===== src/rtl/core/xadpcm_pkg.sv =====
// Shared types, constants and coefficient tables for the ADPCM stream decoder.
`default_nettype none
package xadpcm_pkg;

	localparam int SAMPLES_PER_CHUNK = 28;
	localparam logic [7:0] RAW_HEADER = 8'hEE;
	// last byte position of a raw chunk: four history bytes, then two bytes per sample
	localparam logic [5:0] RAW_LAST_POS = 6'(4 + 2 * SAMPLES_PER_CHUNK);
	// last byte position of a compressed chunk: two samples per data byte
	localparam logic [5:0] NIB_LAST_POS = 6'(SAMPLES_PER_CHUNK / 2);
	localparam int QDEPTH = 2;

	typedef enum logic [1:0] {
		OP_NEWER,
		OP_OLDER,
		OP_RAW,
		OP_NIB
	} op_kind_t;

	typedef struct packed {
		op_kind_t    kind;
		logic [15:0] data;
		logic [1:0]  coef;
		logic [3:0]  expo;
		logic        clamp;
		logic        last;
	} q_entry_t;

	typedef struct packed {
		logic full;
		logic empty;
	} q_status_t;

	typedef enum logic [1:0] {
		BK_IDLE,
		BK_MUL,
		BK_ACC
	} back_state_t;

	// weight of the newer sample, in 1/64 units
	function automatic logic signed [7:0] coef_newer(input logic [1:0] sel);
		logic signed [7:0] c;
		unique case (sel)
			2'd0: c = 8'sd0;
			2'd1: c = 8'sd60;
			2'd2: c = 8'sd115;
			2'd3: c = 8'sd98;
			default: c = 8'sd0;
		endcase
		return c;
	endfunction

	// weight of the older sample, in 1/64 units
	function automatic logic signed [7:0] coef_older(input logic [1:0] sel);
		logic signed [7:0] c;
		unique case (sel)
			2'd0: c = 8'sd0;
			2'd1: c = 8'sd0;
			2'd2: c = -8'sd52;
			2'd3: c = -8'sd55;
			default: c = 8'sd0;
		endcase
		return c;
	endfunction

endpackage
`default_nettype wire


===== src/rtl/core/xadpcm_front.sv =====
// Front end: parses chunk framing byte by byte and queues work for the back end.
`default_nettype none
module xadpcm_front
	import xadpcm_pkg::*;
(
	input  wire logic      clk,
	input  wire logic      arst_n,
	input  wire logic      in_valid,
	output logic           in_ready,
	input  wire logic [7:0] in_byte,
	input  wire q_status_t qs,
	output logic           push,
	output q_entry_t       entry
);

	logic [5:0] pos_q;
	logic       raw_q;
	logic [1:0] coef_q;
	logic [3:0] expo_q;
	logic       ovf_q;
	logic [7:0] held_q;
	logic       accept;

	assign in_ready = !qs.full;
	assign accept   = in_valid && in_ready;

	// classify the beat into a queue entry
	always_comb begin
		push        = 1'b0;
		entry.kind  = OP_NIB;
		entry.data  = {8'h00, in_byte};
		entry.coef  = coef_q;
		entry.expo  = expo_q;
		entry.clamp = ovf_q;
		entry.last  = 1'b0;
		if (accept && pos_q != 6'd0) begin
			if (raw_q) begin
				entry.data  = {held_q, in_byte};
				entry.clamp = 1'b0;
				entry.last  = pos_q >= RAW_LAST_POS;
				if (!pos_q[0]) begin
					push = 1'b1;
					if (pos_q == 6'd2) begin
						entry.kind = OP_NEWER;
					end else if (pos_q == 6'd4) begin
						entry.kind = OP_OLDER;
					end else begin
						entry.kind = OP_RAW;
					end
				end
			end else begin
				push       = 1'b1;
				entry.last = pos_q >= NIB_LAST_POS;
			end
		end
	end

	// advance the framing state
	always_ff @(posedge clk or negedge arst_n) begin
		if (!arst_n) begin
			pos_q  <= 6'd0;
			raw_q  <= 1'b0;
			coef_q <= 2'd0;
			expo_q <= 4'd0;
			ovf_q  <= 1'b0;
			held_q <= 8'd0;
		end else if (accept) begin
			if (pos_q == 6'd0) begin
				pos_q <= 6'd1;
				if (in_byte == RAW_HEADER) begin
					raw_q <= 1'b1;
					ovf_q <= 1'b0;
				end else begin
					raw_q  <= 1'b0;
					coef_q <= in_byte[5:4];
					ovf_q  <= in_byte[7:6] != 2'd0;
					expo_q <= in_byte[3:0];
				end
			end else if (raw_q) begin
				pos_q <= (pos_q >= RAW_LAST_POS) ? 6'd0 : pos_q + 6'd1;
				if (pos_q[0]) begin
					held_q <= in_byte;
				end
			end else begin
				pos_q <= (pos_q >= NIB_LAST_POS) ? 6'd0 : pos_q + 6'd1;
			end
		end
	end

endmodule
`default_nettype wire


===== src/rtl/core/xadpcm_queue.sv =====
// Short queue between the parsing front end and the decoding back end.
`default_nettype none
module xadpcm_queue
	import xadpcm_pkg::*;
(
	input  wire logic     clk,
	input  wire logic     arst_n,
	input  wire logic     push,
	input  wire q_entry_t wr_entry,
	input  wire logic     pop,
	output q_entry_t      head,
	output q_status_t     qs
);

	localparam int PTR_W = $clog2(QDEPTH);

	q_entry_t         mem_q [QDEPTH];
	logic [PTR_W-1:0] wr_ptr_q;
	logic [PTR_W-1:0] rd_ptr_q;
	logic [PTR_W:0]   count_q;

	assign head     = mem_q[rd_ptr_q];
	assign qs.full  = count_q == (PTR_W + 1)'(QDEPTH);
	assign qs.empty = count_q == '0;

	// store the incoming entry
	always_ff @(posedge clk) begin
		if (push) begin
			mem_q[wr_ptr_q] <= wr_entry;
		end
	end

	// advance pointers and fill count
	always_ff @(posedge clk or negedge arst_n) begin
		if (!arst_n) begin
			wr_ptr_q <= '0;
			rd_ptr_q <= '0;
			count_q  <= '0;
		end else begin
			if (push) begin
				wr_ptr_q <= wr_ptr_q + 1'b1;
			end
			if (pop) begin
				rd_ptr_q <= rd_ptr_q + 1'b1;
			end
			case ({push, pop})
				2'b10:   count_q <= count_q + 1'b1;
				2'b01:   count_q <= count_q - 1'b1;
				default: count_q <= count_q;
			endcase
		end
	end

endmodule
`default_nettype wire


===== src/rtl/core/xadpcm_back.sv =====
// Back end: applies history loads, passes raw samples and runs the predictor.
`default_nettype none
module xadpcm_back
	import xadpcm_pkg::*;
#(
	parameter int FRAC_BITS = 8
) (
	input  wire logic        clk,
	input  wire logic        arst_n,
	input  wire q_entry_t    head,
	input  wire q_status_t   qs,
	output logic             pop,
	output logic             out_valid,
	input  wire logic        out_ready,
	output logic signed [15:0] sample,
	output logic             run_last,
	output logic             chunk_last,
	output logic             coef_clamped
);

	localparam int PROD_W = 24;
	localparam int ACC_W  = FRAC_BITS + 20;
	localparam int RES_W  = ACC_W - FRAC_BITS;
	localparam int SH_W   = $clog2(FRAC_BITS + 13);
	localparam logic signed [ACC_W-1:0] ROUND  = ACC_W'(1) <<< (FRAC_BITS - 1);
	localparam logic signed [RES_W-1:0] SAT_HI = RES_W'(32767);
	localparam logic signed [RES_W-1:0] SAT_LO = RES_W'(-32768);

	back_state_t state_q, state_d;
	q_entry_t    op_q;
	logic        half_q;
	logic signed [15:0]       newer_q, older_q;
	logic signed [PROD_W-1:0] p0_q, p1_q;
	logic        out_valid_q;
	logic        slot_free;
	logic        ld_op, ld_newer, ld_older, emit_raw, emit_pred;
	logic signed [3:0]       nib;
	logic [SH_W-1:0]         sh;
	logic signed [ACC_W-1:0] acc;
	logic signed [RES_W-1:0] res;
	logic signed [15:0]      pred;

	assign slot_free = !out_valid_q || out_ready;
	assign out_valid = out_valid_q;

	// next state
	always_comb begin
		state_d = state_q;
		unique case (state_q)
			BK_IDLE: begin
				if (!qs.empty && head.kind == OP_NIB) begin
					state_d = BK_MUL;
				end
			end
			BK_MUL: state_d = BK_ACC;
			BK_ACC: begin
				if (slot_free) begin
					state_d = half_q ? BK_IDLE : BK_MUL;
				end
			end
			default: state_d = BK_IDLE;
		endcase
	end

	// control strobes
	always_comb begin
		pop       = 1'b0;
		ld_op     = 1'b0;
		ld_newer  = 1'b0;
		ld_older  = 1'b0;
		emit_raw  = 1'b0;
		emit_pred = 1'b0;
		unique case (state_q)
			BK_IDLE: begin
				if (!qs.empty) begin
					unique case (head.kind)
						OP_NEWER: begin
							pop      = 1'b1;
							ld_newer = 1'b1;
						end
						OP_OLDER: begin
							pop      = 1'b1;
							ld_older = 1'b1;
						end
						OP_RAW: begin
							pop      = slot_free;
							emit_raw = slot_free;
						end
						OP_NIB: begin
							pop   = 1'b1;
							ld_op = 1'b1;
						end
						default: pop = 1'b0;
					endcase
				end
			end
			BK_ACC:  emit_pred = slot_free;
			default: pop = 1'b0;
		endcase
	end

	// accumulate, round and clip one prediction
	always_comb begin
		nib  = half_q ? op_q.data[3:0] : op_q.data[7:4];
		sh   = SH_W'(12 + FRAC_BITS) - SH_W'(op_q.expo);
		acc  = ((ACC_W'(p0_q) + ACC_W'(p1_q)) <<< (FRAC_BITS - 6))
		     + (ACC_W'(nib) <<< sh) + ROUND;
		res  = RES_W'(acc >>> FRAC_BITS);
		if (res > SAT_HI) begin
			pred = 16'sh7FFF;
		end else if (res < SAT_LO) begin
			pred = -16'sh8000;
		end else begin
			pred = res[15:0];
		end
	end

	// control state and predictor history
	always_ff @(posedge clk or negedge arst_n) begin
		if (!arst_n) begin
			state_q     <= BK_IDLE;
			half_q      <= 1'b0;
			newer_q     <= '0;
			older_q     <= '0;
			out_valid_q <= 1'b0;
		end else begin
			state_q <= state_d;
			if (ld_op) begin
				half_q <= 1'b0;
			end else if (emit_pred) begin
				half_q <= ~half_q;
			end
			if (ld_newer) begin
				newer_q <= head.data;
			end else if (ld_older) begin
				older_q <= head.data;
			end else if (emit_pred) begin
				older_q <= newer_q;
				newer_q <= pred;
			end
			if (emit_raw || emit_pred) begin
				out_valid_q <= 1'b1;
			end else if (out_ready) begin
				out_valid_q <= 1'b0;
			end
		end
	end

	// hold the op, the products and the output beat
	always_ff @(posedge clk) begin
		if (ld_op) begin
			op_q <= head;
		end
		if (state_q == BK_MUL) begin
			p0_q <= newer_q * coef_newer(op_q.coef);
			p1_q <= older_q * coef_older(op_q.coef);
		end
		if (emit_raw) begin
			sample       <= head.data;
			run_last     <= 1'b1;
			chunk_last   <= head.last;
			coef_clamped <= 1'b0;
		end else if (emit_pred) begin
			sample       <= pred;
			run_last     <= half_q;
			chunk_last   <= half_q && op_q.last;
			coef_clamped <= op_q.clamp;
		end
	end

endmodule
`default_nettype wire


===== src/rtl/core/xa_r2_adpcm_stream_decoder_unit.sv =====
// A compressed byte passes the queue, the op register and the product registers to the output register,
// its second sample after another multiply and accumulate step; a raw low byte passes only the queue.
// Each compressed byte takes a load step, then a multiply and an accumulate step per sample through
// one shared predictor, which waits while the output stalls and ends a byte before loading the next.
// A two-entry queue lets the front keep taking bytes while the predictor works.
// Reset clears framing state, queue, output valid and the predictor history to zero.
`default_nettype none
module xa_r2_adpcm_stream_decoder_unit
	import xadpcm_pkg::*;
#(
	parameter int FRAC_BITS = 8
) (
	input  wire logic        clk,
	input  wire logic        arst_n,
	input  wire logic        in_valid,
	output logic             in_ready,
	input  wire logic [7:0]  in_byte,
	output logic             out_valid,
	input  wire logic        out_ready,
	output logic signed [15:0] sample,
	output logic             run_last,
	output logic             chunk_last,
	output logic             coef_clamped
);

	q_status_t qs;
	q_entry_t  wr_entry;
	q_entry_t  head;
	logic      push;
	logic      pop;

	xadpcm_front u_front (
		.clk      (clk),
		.arst_n   (arst_n),
		.in_valid (in_valid),
		.in_ready (in_ready),
		.in_byte  (in_byte),
		.qs       (qs),
		.push     (push),
		.entry    (wr_entry)
	);

	xadpcm_queue u_queue (
		.clk      (clk),
		.arst_n   (arst_n),
		.push     (push),
		.wr_entry (wr_entry),
		.pop      (pop),
		.head     (head),
		.qs       (qs)
	);

	xadpcm_back #(
		.FRAC_BITS (FRAC_BITS)
	) u_back (
		.clk          (clk),
		.arst_n       (arst_n),
		.head         (head),
		.qs           (qs),
		.pop          (pop),
		.out_valid    (out_valid),
		.out_ready    (out_ready),
		.sample       (sample),
		.run_last     (run_last),
		.chunk_last   (chunk_last),
		.coef_clamped (coef_clamped)
	);

	// never write a full queue
	assert property (@(posedge clk) disable iff (!arst_n) push |-> !qs.full)
		else $error("queue written while full");

	// never read an empty queue
	assert property (@(posedge clk) disable iff (!arst_n) pop |-> !qs.empty)
		else $error("queue read while empty");

	// the first sample of a data byte never closes a chunk
	assert property (@(posedge clk) disable iff (!arst_n)
		(out_valid && !run_last) |-> !chunk_last)
		else $error("chunk end flagged on first sample of a byte");

	// a chunk end on an unclamped sample always closes the run of its byte
	assert property (@(posedge clk) disable iff (!arst_n)
		(out_valid && chunk_last && !coef_clamped) |-> run_last)
		else $error("chunk end without run end");

endmodule
`default_nettype wire

===== config.mk =====
export PLATFORM = sky130hd
export DESIGN_NAME = xa_r2_adpcm_stream_decoder_unit
export DESIGN_NICKNAME = d
export VERILOG_FILES = /design/src/rtl/core/xadpcm_pkg.sv /design/src/rtl/core/xadpcm_front.sv /design/src/rtl/core/xadpcm_queue.sv /design/src/rtl/core/xadpcm_back.sv /design/src/rtl/core/xa_r2_adpcm_stream_decoder_unit.sv
export SDC_FILE = /design/constraint.sdc
export NUM_CORES = 1
export LEC_CHECK = 0
export ABC_AREA = 1
export BUFFER_PORTS_ARGS = -buffer_cell sky130_fd_sc_hd__buf_4
export CAP_MARGIN = 20
export CORE_AREA = 2 2 203 205
export CTS_BUF_LIST = sky130_fd_sc_hd__clkbuf_16
export DETAILED_ROUTE_END_ITERATION = 10
export DIE_AREA = 0 0 205 207
export HOLD_SLACK_MARGIN = 0.02
export MAX_ROUTING_LAYER = met4
export PLACE_DENSITY_LB_ADDON = 0.12
export RECOVER_POWER = 25
export SYNTH_ARGS = -nofsm -noshare
export SYNTH_HDL_FRONTEND = slang
export SYNTH_SLANG_ARGS = --single-unit

===== constraint.sdc =====
create_clock -name clk -period 7 [get_ports clk]
set_input_delay 0.7 -clock clk [delete_from_list [all_inputs] [get_ports clk]]
set_output_delay 0.7 -clock clk [all_outputs]
set_load 0.02 [all_outputs]

# After elaboration in Yosys (flattened, before gate mapping)
# Memories as Yosys holds them, arrays and structs flattened.
# Index checks and enable logic that the tools add are counted.
dict set report word_totals {
  ff_bits 145
  rom_bits 0
  mem_count 1
  mem_bits_rw 52
  latchBits 0
}
# name depth width rd rd_ports_with_merged_regs wr line
set memory_table {}
lappend memory_table {u_queue.mem_q 2 26 1 0 1 xadpcm_queue.sv:17} ;# q_entry_t mem_q [QDEPTH];
dict set report op_classes {
  eq_ne 17
  reduce_logical 30
  order_cmp 4
  muxes 59
  multipliers 2
  add_sub_neg 9
  n_bitwise 4
  div 0
  shifts 1
}
# op count
set op_table {}
lappend op_table {{$mux 16} 8}
lappend op_table {{$mul 16x8->24} 2}
lappend op_table {{$mux 18} 2}
lappend op_table {{$pmux 8 s4} 1}
lappend op_table {{$mux 1} 31}
lappend op_table {{$add 28x28->28} 1}
lappend op_table {{$add 28x9->28 const B} 1}
lappend op_table {{$sshl 4x5->28} 1}
lappend op_table {{$add 24x24->25} 1}
lappend op_table {{$mux 6} 4}
lappend op_table {{$pmux 8 s3} 1}
lappend op_table {{$gt 20x16->1 const B} 1}
lappend op_table {{$lt 20x16->1 const B} 1}
lappend op_table {{$mux 8} 2}
lappend op_table {{$eq 2x2->1 const B} 7}
lappend op_table {{$reduce_bool 2->1} 7}
lappend op_table {{$mux 2} 6}
lappend op_table {{$eq 2x1->1 const B} 4}
lappend op_table {{$eq 8x8->1 const B} 1}
lappend op_table {{$logic_not 2->1} 4}
lappend op_table {{$reduce_and 2->1} 4}
lappend op_table {{$add 6x1->6 const B} 1}
lappend op_table {{$eq 6x2->1 const B} 1}
lappend op_table {{$eq 6x3->1 const B} 1}
lappend op_table {{21 further kinds} 33}

# Logic depth before layout (Yosys ltp)
# Gate-level depths: netlist of the first run.
dict set report logic_depth {
  depth_word 10
  depth_mapped 32
  depth_no_buf 31
}

# Hierarchy
# Synthesis of the first run repeated with hierarchy kept, for this count alone.
dict set report unflattened {
  hier_cells 2258
  area_unflattened_um2 18899.4
}
# mod n_inst area_each_um2 cells_each
set by_module_without_submodules {}
lappend by_module_without_submodules {xadpcm_back 1 15274.6 1910}
lappend by_module_without_submodules {xadpcm_queue 1 2247.2 160}
lappend by_module_without_submodules {xadpcm_front 1 1377.6 188}

# Worst setup path after synthesis of the first run
# Ideal clock, no wire load.
dict set report synth_timing {
  kind {flip-flop to flip-flop}
  from {register u_back.op_q[6] in the netlist's numbering}
  to {register u_back.p0_q[22], data pin}
  t_arrival_ns 5.517
  required_time_ns 6.742
  setup_time_ns 0.258
  period_less_slack_ns 5.775
  path_slack_ns 1.225
  stages_incl_launch_ff 29
  path_cell_list {edfxtp_1 > inv_1 > ha_1 > clkbuf_1 > nor2_1 > clkbuf_1 > nor2_1 > inv_1 > buf_1 > nor2_1 > ha_1 > inv_1 > fa_1 > fa_1 > inv_1 > fa_1 > ha_1 > nand2_1 > nand2_1 > nand3_1 > nand2_1 > a21oi_1 > o21ai_0 > a21boi_0 > o21bai_1 > a21boi_0 > o21bai_1 > a21oi_1 > xnor2_1}
}
dict set report synth_between {
  elab_chain_cells 4
}
# item line
set synth_rtl {}
lappend synth_rtl {{start, declared} xadpcm_back.sv:30} ;# q_entry_t op_q;
lappend synth_rtl {{start signal, assigned} xadpcm_back.sv:152} ;# op_q <= head;
lappend synth_rtl {{$eq 2x2->1, or another cell as far along} xadpcm_pkg.sv:43} ;# unique case (sel)
lappend synth_rtl {{$pmux 8 s4 *} xadpcm_pkg.sv:43}
lappend synth_rtl {{$mux 8 *} xadpcm_back.sv:154} ;# if (state_q == BK_MUL) begin
lappend synth_rtl {{$mul 16x8->24 *} xadpcm_back.sv:155} ;# p0_q <= newer_q * coef_newer(op_q.coef);
lappend synth_rtl {{end signal, assigned} xadpcm_back.sv:155}
lappend synth_rtl {{end, declared} xadpcm_back.sv:33} ;# logic signed [PROD_W-1:0] p0_q, p1_q;
# Mark *: on every way between the ends. The rest lies on a longest branch, timed or not. The select of a mux whose other input is x is not followed.
# A chain may end at the register's enable or synchronous reset.

# Final worst setup path of the first run
# Same ends and word-level chain as after synthesis.

==> metrics.md, run 1 <==
| Metric | Value |
|---|---|
| Post-Syn Instances | 2,135 |
| Syn Nets | 2,484 |
| Area contributors post-synth | edfxtp_1 (22%), fa_1 (15%), ha_1 (14%) |
| Status | finished, violations left |
| Violated checks | max-capacitance violations, max-slew violations |
| Worst Path Required | approximately 7 ns |
| Synth cell count leaders | nand2_1 (552), inv_1 (403), ha_1 (204) |
| Met3 routed WL | 1832 um |
| Vias in the first global route | 13,470 |
| Rel. slew slack | -137.3% |
| Die Ht | 207 um |
| Placed insts | roughly 2,700 |
| Dpl cell area | about 0.019 mm^2 |
| H-tree levels | 4 |
| Hold Vio Cnt, Final | 0 |
| Post-synth top area share | 22.19% |
| Hold buffer count at cts | 0 |
| Final net count | 2,506 |
| # fillers | 4,052 |
| Io pins | 33 |
| HP Class | input port to register |
| Distinct cell type count of the synthesized netlist | 52 |
| Synth Cell Area | around 0.018 mm^2 |
| Antenna Nets Post-Route | 0 |
| Residual DRC count | 0 |
| Final cell count without fillers | 2,702 |
| Ys Warns | 0 |
| Share of layout cells above drive strength 1 | 4.378% |
| Most used DFF post-synth | edfxtp_1 |
| Worst EP arrival | roughly 6.4 ns |
| Die W | 205 um |
| Minimum clock period | slightly above 6 ns |
| Final setup fails | 0 |
| Layout area overhead | 7.626% |
| Worst skew pair latency | 0.46 ns |
| CTS tree | yes |
| Clock transition at path regs | 0.08 ns |
| Clk_skew | 0.01251 ns |
| Initial antenna violation count | 0 |
| Unrepaired setup endpoints after global routing | no |
| Die area | 0.04244 mm^2 |
| Initial drt markers | just over 900 |
| CP max stage delay | 0.54 ns |
| FF+latch area | 0.005585 mm^2 |
| Placer Congestion | 0.9230 |
| Wire length per cell | 16.95 um |
| Setup bufs post-CTS | 0 |
| Post-CTS Resized | 0 |
| Slowest-stage cell, CP | fa_1 |
| CTS Buf Count | 17 |
| # clock sinks | 197 |
| CTS Buffer Depth | 2 |
| Dominant cell type by area after synthesis | edfxtp_1 |
| Startpoint Class | register |
| Ant. Diodes | 0 |
| Pre-antenna DRT Iters | 5 |
| Core area | just over 0.04 mm^2 |
| Routed vias | 13,730 |
| Largest net degree at the start of global routing | 63 |
| Starting Density | 44.59% |
| CP endpoint kind | register |
| Avg Inst Size Synth | 8.430 um^2 |
| Gr usage total | 23.08% |
| Final Cell Area | 0.01937 mm^2 |
| Multi-input logic area | 0.01072 mm^2 |
| Uppermost layer routed | met4 |
| CTS Root Cell | clkbuf_16 |
| Most frequent cell after synthesis | nand2_1 |
| Overall routed net length | 45,790 um |
| Max_cap viols | 1 |
| Synth async-reset ratio | 31.47% |
| WL met1 | 20,640 um |
| Sequential share of the synthesized area | 31.03% |
| Maximum clock rate | 161.6 MHz |
| CP Cell Sequence | ha_1, nor2_1, nor2_1, inv_1, nor2_1, ha_1, inv_1, fa_1, fa_1, inv_1, fa_1, ha_1, nand2_1, nand2_1, nand3_1, nand2_1, a21oi_1, o21ai_0, a21boi_0, o21bai_1, a21boi_0, o21bai_1, a21oi_1, xnor2_1 |
| Critical path class | register to register |
| Slew Viols, Final | 63 |
| Worst-Margin Slew | 3.559 ns |
| Setup TNS | 0 ns |
| Critical path fanouts, max | 18 |
| FP Rows | 74 |
| EDFF count, synth | 133 |
| First-pass GRT wire length | between 70,000 and 80,000 um |
| Met2 routed WL | between 20,000 and 25,000 um |
| Final worst-path cycle share | 88.41% |
| Vias per inst | 5.080 |
| Grt total ovfl | 0 |
| HPWL Detailed | 38,130 um |
| Seq cells post-synth | roughly 200 |
| PortBufs | 32 |
[layout make-up]
cell class | instances | area share [%]
tap | 532 | 3.436
sequential | 197 | 28.83
clock buffer | 17 | 2.196
timing repair buffer | 44 | 1.531
inverter | 411 | 7.964
clock inverter | 15 | 0.7040
multi-input combinational | 1486 | 55.34
[cells by family after synthesis]
kind of cell / synth area share (%)
XOR/XNOR: 4.477
buffers and inverters: 9.524
AND/OR/NAND/NOR: 17.39
adder cells (fa/ha/maj): 28.97
flip-flops: 31.03
AO/OA/AOI/OAI: 8.606
[layout by cell type, fill, tap and decap left out, types with 2 or more instances in the layout]
cell type,count
nand2_2,5
o21ai_1,4
dfrtp_1,62
inv_2,6
a211oi_1,4
o21a_1,3
or2_2,6
fa_1,133
a31oi_1,15
nand2_1,552
edfxtp_1,133
inv_1,404
xor2_1,54
a21o_1,5
a21oi_1,105
xnor2_1,33
o221ai_1,4
nor2_4,2
clkbuf_16,17
clkinv_8,2
o21ai_0,94
nor2_2,3
nor3_1,16
inv_8,3
nand4_1,7
o21bai_1,7
buf_4,35
clkbuf_1,9
clkinv_1,4
o311ai_0,15
dfxtp_1,2
a21boi_0,4
a31o_2,2
ha_1,204
nand3_1,52
inv_6,5
nor2_1,138
[path summary, 6_finish.rpt]
check                                  start                   end  slack (ns)  cells past startpoint
setup / recovery              u_back.op_q[6]       u_back.p0_q[22]        0.81                     24
hold / removal                    in_byte[5]  u_queue.mem_q[1][13]        0.47                      1
setup reg to reg              u_back.op_q[6]       u_back.p0_q[22]        0.81                     24
hold reg to reg            u_front.coef_q[1]   u_queue.mem_q[1][7]        0.47                      0
max in group asynchronous             arst_n     u_back.older_q[2]        3.52                      1
min in group asynchronous             arst_n     u_front.expo_q[1]        1.44                      1
[metrics by stage]
stage	util [%]	setup WS [ns]	hold WS, ns
final	47.99	0.8114	0.4710
after floorplan	-	1.225	0.4044
after detailed placement	46.64	0.8405	0.4571
after global placement	46.64	0.9386	0.4530
after global routing	47.99	0.3874	0.4938
after CTS	48.03	0.8261	0.3471
[per-layer routing]
layer | up-vias | track usage [%]
met3 | 58 | 3.225
met2 | 271 | 36.85
li1 | 6821 | -
met4 | 0 | 7.790
met5 | - | -
met1 | 6577 | 30.20
[state kept, by name (all words and copies together) (netlist names)]
signal / cells
u_back.chunk_last: 1
u_back.coef_clamped: 1
u_back.half_q: 1
u_back.newer_q: 16
u_back.older_q: 16
u_back.op_q: 16
u_back.out_valid: 1
u_back.p0_q: 24
u_back.p1_q: 24
u_back.run_last: 1
u_back.sample: 16
u_back.state_q: 2
u_front.coef_q: 2
u_front.expo_q: 4
u_front.held_q: 8
u_front.ovf_q: 1
u_front.pos_q: 6
u_front.raw_q: 1
u_queue.count_q: 2
u_queue.mem_q: 52
u_queue.rd_ptr_q: 1
u_queue.wr_ptr_q: 1
[worst max-delay path, delay by kind of cell, from the launching register on]
kind	cells	cell delay [ns]
flip-flops	1	0.46
AND/OR/NAND/NOR	7	0.72
buffers and inverters	3	0.48
adder cells (fa/ha/maj)	6	2.68
XOR/XNOR	1	0.09
AO/OA/AOI/OAI	7	1.47
Power of run 1 is not shown: default switching activity piles up to over one toggle a cycle in this logic, so the estimate is an artifact.
==> run 2: changes to the inputs <==
PLACE_DENSITY = 0.67   (was default)
PLACE_DENSITY_LB_ADDON = default   (was 0.12)
==> run 2 against run 1 <==
Effect of this change: the flow still finishes with violations (max-capacitance violations, max-slew violations); worst setup slack lost 0.068 ns; die area is the same; wire length shrank 1.5%; sequential cell count is the same; critical path type unchanged; cell area is essentially flat; register-to-register slack lost 0.07 ns; count of clock-buffer cells in the layout is the same; first-iteration DRC count grew 0.11%.
==> metrics.md, run 2 (synthesized netlist as in run 1, its figures left out) <==
| Metric | Value |
|---|---|
| Gr usage total | 22.77% |
| CTS Root Cell | clkbuf_16 |
| Minimum clock period | 6.256 ns |
| Post-CTS Resized | 0 |
| Core area | 0.04037 mm^2 |
| HP Class | register to register |
| CP max stage delay | 0.54 ns |
| Critical path fanouts, max | 18 |
| Rel. slew slack | -120.5% |
| Slew Viols, Final | between 100 and 150 |
| Ant. Diodes | 0 |
| Placer Congestion | approximately 0.99 |
| Final worst-path cycle share | 89.37% |
| FP Rows | 74 |
| Hold Vio Cnt, Final | 0 |
| Unrepaired setup endpoints after global routing | no |
| Startpoint Class | register |
| Setup bufs post-CTS | 0 |
| Setup slack, reg-to-reg | 0.74 ns |
| Critical path class | register to register |
| Die area | 0.04244 mm^2 |
| Hold EP | u_queue.mem_q[1][6] |
| CTS Buf Count | 17 |
| H-tree levels | 4 |
| Cell depth of the worst min-delay path | 0 |
| Residual DRC count | 0 |
| Final setup fails | 0 |
| Hold buffer count at cts | 0 |
| Worst setup margin | 0.7438 ns |
| R2R Path End | u_back.p0_q[22] |
| Worst EP arrival | roughly 6.5 ns |
| Reg2reg start | u_back.op_q[6] |
| HPWL Detailed | 37,660 um |
| Most frequent cells in the layout | nand2_1 (552), inv_1 (405), ha_1 (204), nor2_1 (138) |
| Wire length per cell | 16.70 um |
| Max FFs per register | 52 |
| Hold path start | u_front.coef_q[0] |
| Status | finished, violations left |
| Placement Setup Slack | 0.8230 ns |
| Largest net degree at the start of global routing | 63 |
| Clock transition at path regs | 0.08 ns |
| Worst Path Required | 7.21 ns |
| Max_cap viols | 2 |
| CTS Buffer Depth | 2 |
| CP endpoint kind | register |
| Slowest-stage cell, CP | fa_1 |
| Initial antenna violation count | 0 |
| Worst skew pair latency | 0.46 ns |
| # clock sinks | about 200 |
| Starting Density | 44.59% |
| Share of layout cells above drive strength 1 | 4.288% |
| Pre-antenna DRT Iters | 5 |
| Largest Register | u_queue.mem_q |
| Initial drt markers | 936 |
| Violated checks | max-capacitance violations, max-slew violations |
| Buffers & Inverters on Critical Path | 3 |
| Overall routed net length | 45,120 um |
| CTS tree | yes |
| Grt total ovfl | 0 |
| Final net count | around 2,500 |
| Setup TNS | 0 ns |
| Vias in the first global route | 14,080 |
| Die W | 205 um |
| First-pass GRT wire length | 73,320 um |
| Vias per inst | 5.153 |
| Io pins | 33 |
| Antenna Nets Post-Route | 0 |
| Largest regs | u_queue.mem_q x52, u_back.p0_q x24, u_back.p1_q x24 |
| CP Cell Sequence | ha_1, nor2_1, nor2_1, inv_1, nor2_1, ha_1, inv_1, fa_1, fa_1, inv_1, fa_1, ha_1, nand2_1, nand2_1, nand3_1, nand2_1, a21oi_1, o21ai_0, a21boi_0, o21bai_1, a21boi_0, o21bai_1, a21oi_1, xnor2_1 |
| Worst-Margin Slew | 3.307 ns |
| Die Ht | 207 um |
| Clk_skew | about 0.018 ns |
| PortBufs | 32 |
| R2R depth | 24 |
| Delay-heaviest family, CP | adder cells |
| Commonest non-fill, non-tap cell in the layout | nand2_1 |
| Layout area overhead | 7.688% |
| Routed vias | 13,920 |
| Maximum clock rate | around 160 MHz |
run 2: cell types whose count changed in the layout (fill, tap and decap cells not counted), sizes merged:
cell / before / now
clkinv: 7 / 10
clkbuf: 26 / 28
buf: 35 / 32
inv: 419 / 416
run 2: per-stage QoR:
step | cells | util (%) | hold WS (ns) | area, um^2
2_1_floorplan | 2135 | - | 0.4044 | 18000
3_3_place_gp | 2669 | 46.66 | 0.4538 | 18840
3_5_place_dp | 2669 | 46.66 | 0.4554 | 18840
4_1_cts | 2701 | 48.12 | 0.3398 | 19420
5_1_grt | 2701 | 48.01 | 0.4979 | 19380
6_report | 2701 | 48.01 | 0.4748 | 19380
run 2: final cells by class:
type | count | area [um^2]
fill | 3915 | 20990
sequential | 197 | 5585
clock buffer | 17 | 425.4
clock inverter | 15 | 162.7
multi-input combinational | 1486 | 10720
timing repair buffer | 43 | 281.5
tap | 532 | 665.6
inverter | 411 | 1543
run 2: worst max path at each step:
| stage | from | endpoint | cells after the start | slack (ns) |
|---|---|---|---|---|
| 2_1_floorplan | u_back.op_q[6] | u_back.p0_q[22] | 28 | 1.23 |
| 3_3_place_gp | u_back.op_q[6] | u_back.p0_q[22] | 24 | 1.03 |
| 3_5_place_dp | u_back.op_q[6] | u_back.p0_q[22] | 24 | 0.82 |
| 4_1_cts | u_back.op_q[6] | u_back.p0_q[22] | 24 | 0.79 |
| 5_1_grt | u_back.op_q[6] | u_back.p0_q[22] | 24 | 0.33 |
| 6_report | u_back.op_q[6] | u_back.p0_q[22] | 24 | 0.74 |
run 2: per-layer routing:
| metal | track usage [%] | wire length (um) | up-vias | part of all wire [%] |
|---|---|---|---|---|
| met5 | - | 0 | - | 0 |
| met4 | 10.07 | 2114 | 0 | 4.7 |
| met3 | 2.643 | 1861 | 85 | 4.1 |
| met2 | 36.16 | 21160 | 376 | 47 |
| met1 | 29.33 | 19980 | 6630 | 44 |
| li1 | - | - | 6827 | - |
Power of run 2 is left out for the same reason.
==> run 3: changes to the inputs <==
CELL_PAD_IN_SITES_DETAIL_PLACEMENT = 0   (was default)
CELL_PAD_IN_SITES_GLOBAL_PLACEMENT = 1   (was default)
PLACE_DENSITY = default   (was 0.67)
PLACE_DENSITY_LB_ADDON = 0.1   (was default)
==> run 3 against run 2 <==
Effect of this change: the run still ends with max-capacitance violations, max-slew violations left; wire length increased by 8.7%; sequential share of layout area fell by 0.054 points; maximum frequency is 4.4% higher; cell count up 0.15%; critical path depth increased by 1; non-clock buffer count increased by 4; die area stayed put; worst setup slack better by 0.26 ns; global-route usage increased by 2.3 points; via count fell by 1.9%; hold slack better by 0.0015 ns; utilization rose by 0.090 points; critical path type unchanged; highest routed layer unchanged.
==> metrics.md, run 3 (synthesized netlist as in run 1, its figures left out) <==
| Metric | Value |
|---|---|
| Status | finished, violations left |
| Violated checks | max-capacitance violations, max-slew violations |
| Die W | 205 um |
| Die area | 0.04244 mm^2 |
| Initial antenna violation count | 0 |
| Placer Congestion | 0.9370 |
| Util after Layout | between 40% and 50% |
| Gr usage total | 25.09% |
| Slew Viols, Final | 63 |
| CTS Buffer Depth | 2 |
| Critical path fanouts, max | 17 |
| Worst Path Required | 7.23 ns |
| H-tree levels | 4 |
| Grt total ovfl | 0 |
| Worst-Margin Slew | 3.601 ns |
| Share of layout cells above drive strength 1 | 4.556% |
| # fillers | just over 4,000 |
| Worst EP arrival | around 6.2 ns |
| Die Ht | 207 um |
| # clock sinks | slightly below 200 |
| PortBufs | 32 |
| Placed insts | roughly 2,700 |
| Critical Path Source | u_back.op_q[6] |
| Final net count | 2,509 |
| CTS Buf Count | 17 |
| Final setup fails | 0 |
| Ant. Diodes | 0 |
| Minimum clock period | 5.993 ns |
| Io pins | 33 |
| Largest net degree at the start of global routing | 63 |
| Reg2reg start | u_back.op_q[6] |
| Worst skew pair latency | around 0.50 ns |
| Setup crit end | u_back.p0_q[22] |
| Residual DRC count | 0 |
| Max FFs per register | 52 |
| CP endpoint kind | register |
| Most frequent cells in the layout | nand2_1 (552), inv_1 (404), ha_1 (204), nor2_1 (138) |
| Setup bufs post-CTS | 0 |
| Critical path class | register to register |
| Largest regs | u_queue.mem_q x52, u_back.p0_q x24, u_back.p1_q x24 |
| Largest Register | u_queue.mem_q |
| Final worst-path cycle share | 85.61% |
| FP Rows | 74 |
| HPWL Detailed | slightly above 40,000 um |
| HP Class | register to register |
| Post-CTS Resized | 0 |
| Multi-input logic area | 0.01072 mm^2 |
| Vias in the first global route | between 10,000 and 15,000 |
| Setup slack, reg-to-reg | between 1 and 1.5 ns |
| Max_cap viols | 1 |
| First-pass GRT wire length | around 78,000 um |
| R2R Path End | u_back.p0_q[22] |
| Commonest non-fill, non-tap cell in the layout | nand2_1 |
| Initial drt markers | around 910 |
| Clk_skew | 0.02523 ns |
| Layout area overhead | 7.890% |
| Final cell count without fillers | roughly 2,700 |
| FF+latch area | 0.005585 mm^2 |
| Routed vias | approximately 14,000 |
| CTS Root Cell | clkbuf_16 |
| Setup TNS | 0 ns |
| Overall routed net length | 49,030 um |
| CTS tree | yes |
| Antenna Nets Post-Route | 0 |
| Wire length per cell | 18.12 um |
| Hold Vio Cnt, Final | 0 |
| Clock transition at path regs | 0.08 ns |
| Hold buffer count at cts | 0 |
| Maximum clock rate | 166.9 MHz |
| Vias per inst | slightly above 5 |
| Pre-antenna DRT Iters | 5 |
| Rel. slew slack | -140.1% |
| Hold slack | around 0.48 ns |
| Starting Density | 44.59% |
| Unrepaired setup endpoints after global routing | no |
| Startpoint Class | register |
| Core area | around 0.040 mm^2 |
| R2R depth | 25 |
==> run 3: changes by cell type in the layout (fill, tap and decap cells not counted), moves of 2 or more <==
cell      change
inv_6         +4
clkinv_4      -2
buf_4         +5
inv_8         -3
==> run 3: how the worst min path moves through the flow <==
stage | startpoint | endpoint | slack [ns] | cells past startpoint
after global placement | u_front.coef_q[1] | u_queue.mem_q[0][7] | 0.45 | 0
after detailed placement | u_front.coef_q[0] | u_queue.mem_q[1][6] | 0.46 | 0
after global routing | in_byte[2] | u_queue.mem_q[1][10] | 0.49 | 1
after CTS | arst_n | u_back.newer_q[7] | 0.32 | 1
final | u_front.coef_q[0] | u_queue.mem_q[1][6] | 0.48 | 0
after floorplan | arst_n | u_back.half_q | 0.40 | 0
==> run 3: worst max-delay path: stages (launching register included) <==
cell	delay [ns]
edfxtp_1	0.46
inv_1	0.14
ha_1	0.59
nor2_1	0.14
nor2_1	0.12
inv_1	0.12
nor2_1	0.19
ha_1	0.26
inv_1	0.08
fa_1	0.42
fa_1	0.54
inv_1	0.05
fa_1	0.47
ha_1	0.39
nand2_1	0.09
nand2_1	0.07
nand3_1	0.08
nand2_1	0.05
a21oi_1	0.19
o21ai_0	0.16
a21boi_0	0.36
o21bai_1	0.15
a21boi_0	0.30
o21bai_1	0.10
a21oi_1	0.16
xnor2_1	0.08
==> run 3: layout make-up <==
class                           count  area share (%)
Inverter                          411           7.945
Clock inverter                     15          0.8505
Sequential cell                   197           28.76
Tap cell                          532           3.428
Clock buffer                       17           2.191
Timing Repair Buffer               47           1.624
Multi-Input combinational cell   1486           55.20
==> run 3: through the flow <==
step	worst slack, ns	cell area, um^2
floorplan	1.225	18000
global placement	1.115	18850
detailed placement	1.027	18860
CTS	0.9884	19450
global route	0.4247	19420
finish	1.007	19420
==> run 3: per-layer routing <==
layer | wire length [um] | global-route usage, % | vias to the layer above
met5 | 0 | - | -
met4 | 1286 | 7.988 | 0
met3 | 2359 | 4.704 | 59
met2 | 22800 | 39.06 | 245
met1 | 22580 | 33.13 | 6515
li1 | - | - | 6831
Power of run 3 is left out for the same reason.
